$ cat config.mk
export PLATFORM = sky130hd
export DESIGN_NAME = ook_pulse_pair_bit_decoder
export DESIGN_NICKNAME = d
export VERILOG_FILES = /design/src/rtl/core/ookpb_pkg.sv /design/src/rtl/core/ook_pulse_pair_bit_decoder.sv /design/src/rtl/core/ookpb_tol.sv /design/src/rtl/core/ookpb_dec.sv
export SDC_FILE = /design/constraint.sdc
export NUM_CORES = 2
export LEC_CHECK = 0
export BUFFER_PORTS_ARGS = -buffer_cell sky130_fd_sc_hd__buf_4
export CAP_MARGIN = 25
export CORE_ASPECT_RATIO = 0.5
export CORE_MARGIN = 3
export CORE_UTILIZATION = 25
export CTS_CLUSTER_DIAMETER = 150
export DETAILED_ROUTE_END_ITERATION = 12
export RECOVER_POWER = 50
export SLEW_MARGIN = 20
export SYNTH_ARGS = -nofsm -noshare
export SYNTH_HDL_FRONTEND = slang
export SYNTH_SLANG_ARGS = --single-unit
$ cat constraint.sdc
create_clock -name clk_i -period 9.1 [get_ports clk_i]
set_input_delay 1.82 -clock clk_i [delete_from_list [all_inputs] [get_ports clk_i]]
set_output_delay 1.82 -clock clk_i [all_outputs]
set_load 0.05 [all_outputs]
$ cat src/rtl/core/ookpb_pkg.sv
// Shared types and constants for the OOK pulse-pair bit decoder.
// No dependencies; imported by every module of the block.
package ookpb_pkg;

  // Configuration register indexes
  localparam int unsigned CfgIdxW = 3;
  localparam logic [CfgIdxW-1:0] CFG_SHORT_TIME   = 3'd0;
  localparam logic [CfgIdxW-1:0] CFG_LONG_TIME    = 3'd1;
  localparam logic [CfgIdxW-1:0] CFG_FIXED_TOL    = 3'd2;
  localparam logic [CfgIdxW-1:0] CFG_TOL_PERCENT  = 3'd3;
  localparam logic [CfgIdxW-1:0] CFG_BITS_NEEDED  = 3'd4;
  localparam logic [CfgIdxW-1:0] CFG_PREAMBLE     = 3'd5;
  localparam logic [CfgIdxW-1:0] CFG_PPM_SELECT   = 3'd6;

  // Reset values of the configuration registers
  localparam logic [15:0] RstShortTime = 16'd400;
  localparam logic [15:0] RstLongTime  = 16'd800;
  localparam logic [15:0] RstFixedTol  = 16'd0;
  localparam logic [6:0]  RstTolPct    = 7'd20;
  localparam logic [6:0]  RstBitsNeed  = 7'd24;
  localparam logic [7:0]  RstPreamble  = 8'd0;
  localparam logic        RstPpmSel    = 1'b0;

  // Derived tolerance width: short_time * percent / 100 fits 17 bits
  localparam int unsigned TolW = 17;
  localparam logic [22:0] RstTolProd = 23'(400 * 20);
  localparam logic [TolW-1:0] RstTol = 17'(400 * 20 / 100);

  // Reciprocal of 100 scaled by 2^32 (rounded up); exact for 23-bit dividends
  localparam logic [25:0] Recip100 = 26'd42949673;

  // Configuration register file contents
  typedef struct packed {
    logic [15:0] short_time;
    logic [15:0] long_time;
    logic [15:0] fixed_tol;
    logic [6:0]  tol_pct;
    logic [6:0]  bits_needed;
    logic [7:0]  preamble;
    logic        ppm_sel;
  } cfg_t;

  // One pulse item
  typedef struct packed {
    logic [15:0] duration;
    logic        capture_start;
    logic        capture_end;
  } pulse_t;

endpackage

$ cat src/rtl/core/ook_pulse_pair_bit_decoder.sv
// OOK pulse-pair bit decoder, top level: config registers, input and result registers.
// Depends on ookpb_pkg, ookpb_tol, ookpb_dec.
//
// Usage:
//   Pulses enter on the in_* channel (valid/stall), one duration per transaction,
//   alternating high and low, with capture_start on the first pulse of a capture
//   and capture_end on its last. At most one result per capture leaves on the
//   out_* channel: found=1 once bits_needed bits are in, found=0 on an invalid
//   pair or at capture end, with the partial bits.
//   Path: a pulse waits in the input register, and its result is registered
//   into the result register by one registered decision pass when it fires.
//   Throughput: one pulse per cycle unless a tolerance recompute or a stalled result holds it.
//   Configuration: writes on cfg_* (valid/ready, always ready) while idle. Each
//   write restarts the two-stage tolerance multiply, which holds decoding until it
//   completes; pulses are still captured into the input register meanwhile.
//   Reset loads the register defaults and clears the decoder state.
//   When out_stall_i holds a pending result, the pulse in the input register
//   waits and in_stall_o rises; a pulse that gives no result also waits then.
module ook_pulse_pair_bit_decoder
  import ookpb_pkg::*;
#(
  parameter int unsigned DATA_WIDTH = 64
) (
  input  logic                  clk_i,
  input  logic                  rst_ni,
  // configuration write channel
  input  logic                  cfg_valid_i,
  output logic                  cfg_ready_o,
  input  logic [CfgIdxW-1:0]    cfg_index_i,
  input  logic [15:0]           cfg_data_i,
  // pulse input channel
  input  logic                  in_valid_i,
  output logic                  in_stall_o,
  input  logic [15:0]           duration_i,
  input  logic                  capture_start_i,
  input  logic                  capture_end_i,
  // result channel
  output logic                  out_valid_o,
  input  logic                  out_stall_i,
  output logic [DATA_WIDTH-1:0] frame_bits_o,
  output logic [6:0]            bit_total_o,
  output logic                  found_o
);

  cfg_t   cfg_q, cfg_d;
  logic   cfg_we;
  logic   in_valid_q;
  pulse_t pulse_q;
  logic   fire;
  logic   accept;

  logic [TolW-1:0]       tol;
  logic                  tol_ready;
  logic                  res_valid;
  logic [DATA_WIDTH-1:0] res_bits;
  logic [6:0]            res_total;
  logic                  res_found;

  logic                  out_valid_q;
  logic [DATA_WIDTH-1:0] frame_bits_q;
  logic [6:0]            bit_total_q;
  logic                  found_q;

  // Configuration registers
  assign cfg_ready_o = 1'b1;
  assign cfg_we      = cfg_valid_i & cfg_ready_o;

  always_comb begin
    cfg_d = cfg_q;
    if (cfg_we) begin
      case (cfg_index_i)
        CFG_SHORT_TIME:  cfg_d.short_time  = cfg_data_i;
        CFG_LONG_TIME:   cfg_d.long_time   = cfg_data_i;
        CFG_FIXED_TOL:   cfg_d.fixed_tol   = cfg_data_i;
        CFG_TOL_PERCENT: cfg_d.tol_pct     = cfg_data_i[6:0];
        CFG_BITS_NEEDED: cfg_d.bits_needed = cfg_data_i[6:0];
        CFG_PREAMBLE:    cfg_d.preamble    = cfg_data_i[7:0];
        CFG_PPM_SELECT:  cfg_d.ppm_sel     = cfg_data_i[0];
        default:         cfg_d = cfg_q;
      endcase
    end
  end

  always_ff @(posedge clk_i or negedge rst_ni) begin
    if (!rst_ni) begin
      cfg_q.short_time  <= RstShortTime;
      cfg_q.long_time   <= RstLongTime;
      cfg_q.fixed_tol   <= RstFixedTol;
      cfg_q.tol_pct     <= RstTolPct;
      cfg_q.bits_needed <= RstBitsNeed;
      cfg_q.preamble    <= RstPreamble;
      cfg_q.ppm_sel     <= RstPpmSel;
    end else begin
      cfg_q <= cfg_d;
    end
  end

  ookpb_tol u_tol (
    .clk_i    (clk_i),
    .rst_ni   (rst_ni),
    .cfg_i    (cfg_q),
    .cfg_we_i (cfg_we),
    .tol_o    (tol),
    .ready_o  (tol_ready)
  );

  // Handshake: a held pulse fires when tol is ready and the result register can take it
  assign fire       = in_valid_q & tol_ready & (~out_valid_q | ~out_stall_i);
  assign in_stall_o = in_valid_q & ~fire;
  assign accept     = in_valid_i & ~in_stall_o;

  // Input register
  always_ff @(posedge clk_i or negedge rst_ni) begin
    if (!rst_ni) begin
      in_valid_q <= 1'b0;
    end else if (accept) begin
      in_valid_q <= 1'b1;
    end else if (fire) begin
      in_valid_q <= 1'b0;
    end
  end

  always_ff @(posedge clk_i) begin
    if (accept) begin
      pulse_q.duration      <= duration_i;
      pulse_q.capture_start <= capture_start_i;
      pulse_q.capture_end   <= capture_end_i;
    end
  end

  ookpb_dec #(
    .DATA_WIDTH (DATA_WIDTH)
  ) u_dec (
    .clk_i       (clk_i),
    .rst_ni      (rst_ni),
    .cfg_i       (cfg_q),
    .tol_i       (tol),
    .fire_i      (fire),
    .pulse_i     (pulse_q),
    .res_valid_o (res_valid),
    .res_bits_o  (res_bits),
    .res_total_o (res_total),
    .res_found_o (res_found)
  );

  // Result register
  always_ff @(posedge clk_i or negedge rst_ni) begin
    if (!rst_ni) begin
      out_valid_q <= 1'b0;
    end else if (fire && res_valid) begin
      out_valid_q <= 1'b1;
    end else if (!out_stall_i) begin
      out_valid_q <= 1'b0;
    end
  end

  always_ff @(posedge clk_i) begin
    if (fire && res_valid) begin
      frame_bits_q <= res_bits;
      bit_total_q  <= res_total;
      found_q      <= res_found;
    end
  end

  assign out_valid_o  = out_valid_q;
  assign frame_bits_o = frame_bits_q;
  assign bit_total_o  = bit_total_q;
  assign found_o      = found_q;

endmodule

$ cat src/rtl/core/ookpb_tol.sv
// Tolerance unit: two-stage registered short_time * percent / 100, or the fixed value.
// Depends on ookpb_pkg.
module ookpb_tol
  import ookpb_pkg::*;
(
  input  logic            clk_i,
  input  logic            rst_ni,
  input  cfg_t            cfg_i,
  input  logic            cfg_we_i,
  output logic [TolW-1:0] tol_o,
  output logic            ready_o
);

  logic [22:0]     prod_q;
  logic [48:0]     quot_full;
  logic [TolW-1:0] tol_d, tol_q;
  logic [1:0]      busy_d, busy_q;

  // Divide by 100 through the scaled reciprocal
  assign quot_full = 49'(prod_q) * 49'(Recip100);

  always_comb begin
    if (cfg_i.fixed_tol != 16'd0) begin
      tol_d = {1'b0, cfg_i.fixed_tol};
    end else begin
      tol_d = quot_full[48:32];
    end
  end

  // Any config write restarts the recompute, holding ready_o low until it is done
  always_comb begin
    if (cfg_we_i) begin
      busy_d = 2'd2;
    end else if (busy_q != 2'd0) begin
      busy_d = busy_q - 2'd1;
    end else begin
      busy_d = busy_q;
    end
  end

  always_ff @(posedge clk_i or negedge rst_ni) begin
    if (!rst_ni) begin
      prod_q <= RstTolProd;
      tol_q  <= RstTol;
      busy_q <= 2'd0;
    end else begin
      prod_q <= 23'(cfg_i.short_time) * 23'(cfg_i.tol_pct);
      tol_q  <= tol_d;
      busy_q <= busy_d;
    end
  end

  assign tol_o   = tol_q;
  assign ready_o = (busy_q == 2'd0);

endmodule

$ cat src/rtl/core/ookpb_dec.sv
// Pulse-pair decode stage: decoder state registers and the per-pulse decision.
// Depends on ookpb_pkg.
module ookpb_dec
  import ookpb_pkg::*;
#(
  parameter int unsigned DATA_WIDTH = 64
) (
  input  logic                  clk_i,
  input  logic                  rst_ni,
  input  cfg_t                  cfg_i,
  input  logic [TolW-1:0]       tol_i,
  input  logic                  fire_i,
  input  pulse_t                pulse_i,
  output logic                  res_valid_o,
  output logic [DATA_WIDTH-1:0] res_bits_o,
  output logic [6:0]            res_total_o,
  output logic                  res_found_o
);

  localparam logic [6:0] DwCnt = 7'(DATA_WIDTH);

  function automatic logic [16:0] abs_diff(logic [16:0] a, logic [16:0] b);
    if (a > b) begin
      return a - b;
    end
    return b - a;
  endfunction

  logic [7:0]            pos_d, pos_q;
  logic                  phase_d, phase_q;
  logic [15:0]           held_d, held_q;
  logic [DATA_WIDTH-1:0] shift_d, shift_q;
  logic [6:0]            cnt_d, cnt_q;
  logic                  done_d, done_q;

  logic [6:0]  need;
  logic [17:0] tol2;
  logic [16:0] d_hi_short, d_hi_long, d_lo_short, d_lo_long, d_lo_long2;
  logic        zero_ok, one_ok;
  logic [6:0]  cnt_inc;

  // Clamp the bit goal to 1..DATA_WIDTH
  always_comb begin
    if (cfg_i.bits_needed == 7'd0) begin
      need = 7'd1;
    end else if (cfg_i.bits_needed > DwCnt) begin
      need = DwCnt;
    end else begin
      need = cfg_i.bits_needed;
    end
  end

  // Pair classification against the nominal timings
  assign tol2       = {tol_i, 1'b0};
  assign d_hi_short = abs_diff({1'b0, held_q}, {1'b0, cfg_i.short_time});
  assign d_hi_long  = abs_diff({1'b0, held_q}, {1'b0, cfg_i.long_time});
  assign d_lo_short = abs_diff({1'b0, pulse_i.duration}, {1'b0, cfg_i.short_time});
  assign d_lo_long  = abs_diff({1'b0, pulse_i.duration}, {1'b0, cfg_i.long_time});
  assign d_lo_long2 = abs_diff({1'b0, pulse_i.duration}, {cfg_i.long_time, 1'b0});

  always_comb begin
    if (cfg_i.ppm_sel) begin
      zero_ok = ({1'b0, d_hi_short} < tol2) && (d_lo_long < tol_i);
      one_ok  = ({1'b0, d_hi_short} < tol2) && !(d_lo_long < tol_i) &&
                ({1'b0, d_lo_long2} < tol2);
    end else begin
      zero_ok = (d_hi_short < tol_i) && (d_lo_long < tol_i);
      one_ok  = !zero_ok && (d_hi_long < tol_i) && (d_lo_short < tol_i);
    end
  end

  // Next state and result
  always_comb begin
    pos_d       = pos_q;
    phase_d     = phase_q;
    held_d      = held_q;
    shift_d     = shift_q;
    cnt_d       = cnt_q;
    done_d      = done_q;
    cnt_inc     = (cnt_q < DwCnt) ? cnt_q + 7'd1 : cnt_q;
    res_valid_o = 1'b0;
    res_found_o = 1'b0;
    if (fire_i) begin
      // a new capture clears the decoder before the pulse is handled
      if (pulse_i.capture_start) begin
        pos_d   = '0;
        phase_d = 1'b0;
        held_d  = '0;
        shift_d = '0;
        cnt_d   = '0;
        done_d  = 1'b0;
        cnt_inc = 7'd1;
      end
      if (!done_d) begin
        if (pos_d < cfg_i.preamble) begin
          pos_d = pos_d + 8'd1;
        end else if (!phase_d) begin
          held_d  = pulse_i.duration;
          phase_d = 1'b1;
        end else begin
          phase_d = 1'b0;
          if (!zero_ok && !one_ok) begin
            res_valid_o = 1'b1;
            done_d      = 1'b1;
          end else begin
            shift_d = {shift_d[DATA_WIDTH-2:0], one_ok};
            cnt_d   = cnt_inc;
            if (cnt_d >= need) begin
              res_valid_o = 1'b1;
              res_found_o = 1'b1;
              done_d      = 1'b1;
            end
          end
        end
        // end of capture without a decision reports failure
        if (!res_valid_o && pulse_i.capture_end) begin
          res_valid_o = 1'b1;
          done_d      = 1'b1;
        end
      end
    end
  end

  assign res_bits_o  = shift_d;
  assign res_total_o = cnt_d;

  always_ff @(posedge clk_i or negedge rst_ni) begin
    if (!rst_ni) begin
      pos_q   <= '0;
      phase_q <= 1'b0;
      held_q  <= '0;
      shift_q <= '0;
      cnt_q   <= '0;
      done_q  <= 1'b0;
    end else begin
      pos_q   <= pos_d;
      phase_q <= phase_d;
      held_q  <= held_d;
      shift_q <= shift_d;
      cnt_q   <= cnt_d;
      done_q  <= done_d;
    end
  end

endmodule
==> metrics.txt <==
run status complete, but fails checks; violated checks max-capacitance violations, max-slew violations; part of the Yosys area used for sequential elements 0.250; number of buffers created by CTS 39; crit end category register; final critical delay including setup and external delays 8.02 ns; count of synthesis-stage warnings from yosys 0; Die X 513 microns; count of flip-flops with a built-in enable after synthesis 90; register bit total from synthesis 302; syn avg cell area 10.1 sq um; Worst Hold Depth 1; diode count 0; total of endpoints with negative setup slack in the final report 0; # hold bufs at CTS 0; Post-Synthesis Cell Area 32100 sq um; Final GP Congestion 0.948; # fillers 13.3k; initial cell density of the core 0.253; Period Utilization, post-route 0.882; antenna viol nets, final 0; proportion of synthesized flip-flops having asynchronous set or reset 0.702; postcts setup bufs 0; delay of the slowest cell on the worst path 0.71 ns; Die Y-Extent 259 microns; worst path arrival time 8.45 ns; cell count of the worst reg-to-reg path 24; layout cell share with drive strength beyond 1 0.0769; drc violations 0; Root Buffer sky130_fd_sc_hd__clkbuf_16; # Max-Cap Violations 3; CTS tree done; critical path data required time 9.53 ns; number of distinct library cell variants in the gate-level netlist after synthesis 82; hold path startpoint cfg_q[28]$_DFFE_PN0P_; count of mapped cells out of synthesis 3184; per-cell via count in the routed design 4.74; Layout Skew 0.0221 ns; max-slew violation total from the final report 201; critical path cell sequence inv_1 > ha_1 > a21o_1 > a211oi_1 > o311ai_1 > o21ai_1 > buf_4 > mux2i_1 > o21ai_0 > a211oi_1 > o21ai_0 > a31oi_1 > xnor2_1 > ha_1 > nand4_1 > or4b_2 > nand2b_1 > o211ai_1 > a21oi_1 > a311oi_4 > nor3_1 > o21ai_4 > buf_4 > a22o_1; total number of nets in the final design 4142; Hold Vio Cnt, Final 0; clock edge transition at the registers on the reported setup and hold paths 0.06 ns; total die area 133000 sq um; leading cell types in the layout, fill and taps excluded 552 x sky130_fd_sc_hd__ha_1, 505 x sky130_fd_sc_hd__inv_1, 274 x sky130_fd_sc_hd__fa_1, 229 x sky130_fd_sc_hd__nand2_1, 194 x sky130_fd_sc_hd__dfrtp_1; CTS H-tree lvls 2; overall fraction of global-route tracks in use 0.138; prevailing post-synth register cell sky130_fd_sc_hd__dfrtp_1; maximum number of pins on one net before global-route repair 99; worst hold endpoint u_tol.tol_o[5]$_DFF_PN0_; destination of the worst register-to-register timing path frame_bits_o[19]$_DFFE_PP_; Critical-path top delay cell sky130_fd_sc_hd__o21ai_4; antenna violations before repair 1; detailed placement HPWL 76900 microns; RSZ-0062 raised after global routing false; reg-to-reg startpoint cfg_q[56]$_DFFE_PN0P_; Total Routed Length 92700 microns; slew at the pin closest to its max-slew limit 5.70 ns; Min-Delay Path Class register to register; via count of the first global-routing pass 24.7k; Port-buffer cells 115; total overflow reported by the global router 0; commonest non-fill, non-tap cell in the layout sky130_fd_sc_hd__ha_1; Resized Gates After CTS 0; mean routed wirelength per cell 18.6 microns; first-pass GRT wire length 144000 microns; worst slew slack as a fraction of its limit -2.80; worst-case register-to-register setup slack 1.08 ns; number of buffers on the longest clock path 3; 1st-pass router iterations 6; Max Freq 125 MHz; IO Count 117; highest net fanout along the worst path 32; clk sink count 302; Syn-to-layout area delta 12.3%; Mapped Nets 4052; area of the core region 127000 sq um; Setup crit start kind register; number of standard-cell rows in the floorplan 92; number of vias in the routed layout 23.7k; number of DRC violations after detailed-routing iteration 0 1697; Sum Neg Setup Slack 0 ns; type of the setup path with the least slack register to register; clock latency reported for the late side of the worst-skew pair 0.57 ns
-- cells by family (layout without fill, tap and decap cells) --
family	count (synthesis)	count (layout)	share of synthesized area
adder cells (fa/ha/maj)	826	826	0.386
AO/OA/AOI/OAI	699	699	0.147
buffers and inverters	596	717	0.0715
AND/OR/NAND/NOR	559	559	0.0849
flip-flops	302	302	0.250
XOR/XNOR	116	116	0.0317
multiplexers	85	85	0.0284
other	1	1	0.000117
-- flip-flops by register name, indices dropped and copies added, names as in the netlist --
register / count
u_dec.pos_q: 8
frame_bits_o: 64
u_dec.held_q: 16
pulse_q: 18
cfg_q: 71
u_dec.phase_q: 1
u_tol.busy_q: 2
u_tol.prod_q: 23
u_dec.cnt_q: 7
out_valid_o: 1
u_dec.shift_q: 64
bit_total_o: 7
found_o: 1
in_valid_q: 1
u_dec.done_q: 1
u_tol.tol_o: 17
-- worst max-delay path: cells and delay by family (launching register included) --
family,cells,cell delay [ns]
muxes,1,0.25
AOI/OAI and AO/OA,13,4.04
buffers and inverters,3,0.99
DFF,1,0.68
adders and majority gates,2,0.71
and+or+nand+nor,4,1.07
xor gates and xnor gates,1,0.12
-- per-layer routing --
| metal | vias up | global-route usage | part of all wire |
|---|---|---|---|
| li1 | 11100 | - | - |
| met1 | 11900 | 0.187 | 0.46 |
| met2 | 553 | 0.234 | 0.47 |
| met3 | 109 | 0.0169 | 0.047 |
| met4 | 0 | 0.0333 | 0.023 |
| met5 | - | 0 | 0 |
-- through the flow --
step           instance area, sq um  std cells  hold slack, ns  utilization  setup WS [ns]
2_1_floorplan                 32100       3184           0.446            -          0.148
3_3_place_gp                  34900       4924           0.463        0.276           1.36
3_5_place_dp                  34900       4925           0.476        0.276           1.12
4_1_cts                       36200       4997           0.483        0.286           1.10
5_1_grt                       36000       4997           0.515        0.284          0.471
6_report                      36000       4997           0.482        0.284           1.08
-- how the worst max path moves through the flow --
stage	start	endpoint	slack [ns]
6_report	cfg_q[56]$_DFFE_PN0P_	frame_bits_o[19]$_DFFE_PP_	1.08
5_1_grt	cfg_q[56]$_DFFE_PN0P_	frame_bits_o[22]$_DFFE_PP_	0.47
4_1_cts	cfg_q[56]$_DFFE_PN0P_	frame_bits_o[16]$_DFFE_PP_	1.10
3_5_place_dp	cfg_q[56]$_DFFE_PN0P_	frame_bits_o[16]$_DFFE_PP_	1.12
3_3_place_gp	cfg_q[56]$_DFFE_PN0P_	frame_bits_o[22]$_DFFE_PP_	1.36
2_1_floorplan	cfg_q[63]$_DFFE_PN1P_	bit_total_o[0]$_DFFE_PP_	0.15
-- area by class of cell --
cell class | instances | area [sq um] | share of cell area
Multi-Input combinational cell | 2286 | 21800 | 0.605
Clock inverter | 28 | 259 | 0.00719
Inverter | 505 | 1900 | 0.0526
Timing Repair Buffer | 140 | 905 | 0.0251
Tap cell | 1692 | 2120 | 0.0588
Sequential cell | 302 | 8030 | 0.223
Clock buffer | 44 | 1010 | 0.0282
-- synth_stat cells, types with 7 or more instances --
cell type                   instances  area (sq um)
sky130_fd_sc_hd__a21oi_1          165           826
sky130_fd_sc_hd__and3_1            17           106
sky130_fd_sc_hd__o21a_1            18           135
sky130_fd_sc_hd__nand2b_1          22           138
sky130_fd_sc_hd__fa_1             274          5490
sky130_fd_sc_hd__nand4_1           29           181
sky130_fd_sc_hd__nor2b_1           36           225
sky130_fd_sc_hd__a221oi_1          12           105
sky130_fd_sc_hd__o221ai_1           7          61.3
sky130_fd_sc_hd__dfrtp_1          194          4850
sky130_fd_sc_hd__a22o_1            82           718
sky130_fd_sc_hd__a2111oi_0          7          61.3
sky130_fd_sc_hd__o21ai_1           10          50.1
sky130_fd_sc_hd__nand2_1          229           860
sky130_fd_sc_hd__and2_1            47           294
sky130_fd_sc_hd__nor2_1            75           282
sky130_fd_sc_hd__mux2_2            49           552
sky130_fd_sc_hd__buf_2              8          40.0
sky130_fd_sc_hd__mux2i_1           36           360
sky130_fd_sc_hd__o21ai_0          132           661
sky130_fd_sc_hd__a21o_1           127           953
sky130_fd_sc_hd__o211ai_1          13          97.6
sky130_fd_sc_hd__nor4_1             9          56.3
sky130_fd_sc_hd__o21bai_1          16           120
sky130_fd_sc_hd__a211oi_1          22           165
sky130_fd_sc_hd__ha_1             552          6910
sky130_fd_sc_hd__xor2_1            40           350
sky130_fd_sc_hd__clkbuf_1          72           270
sky130_fd_sc_hd__inv_1            505          1900
sky130_fd_sc_hd__or3_1              7          43.8
sky130_fd_sc_hd__dfstp_2           18           473
sky130_fd_sc_hd__edfxtp_1          90          2700
sky130_fd_sc_hd__xnor2_1           76           666
sky130_fd_sc_hd__a21boi_0           9          67.6
sky130_fd_sc_hd__nor3_1            28           140
sky130_fd_sc_hd__a31oi_1           19           119
sky130_fd_sc_hd__nand3_1           31           155
Power is left out: the tool's default activity adds up to more than one toggle a clock period on the data nets, which glitch-free logic cannot reach.
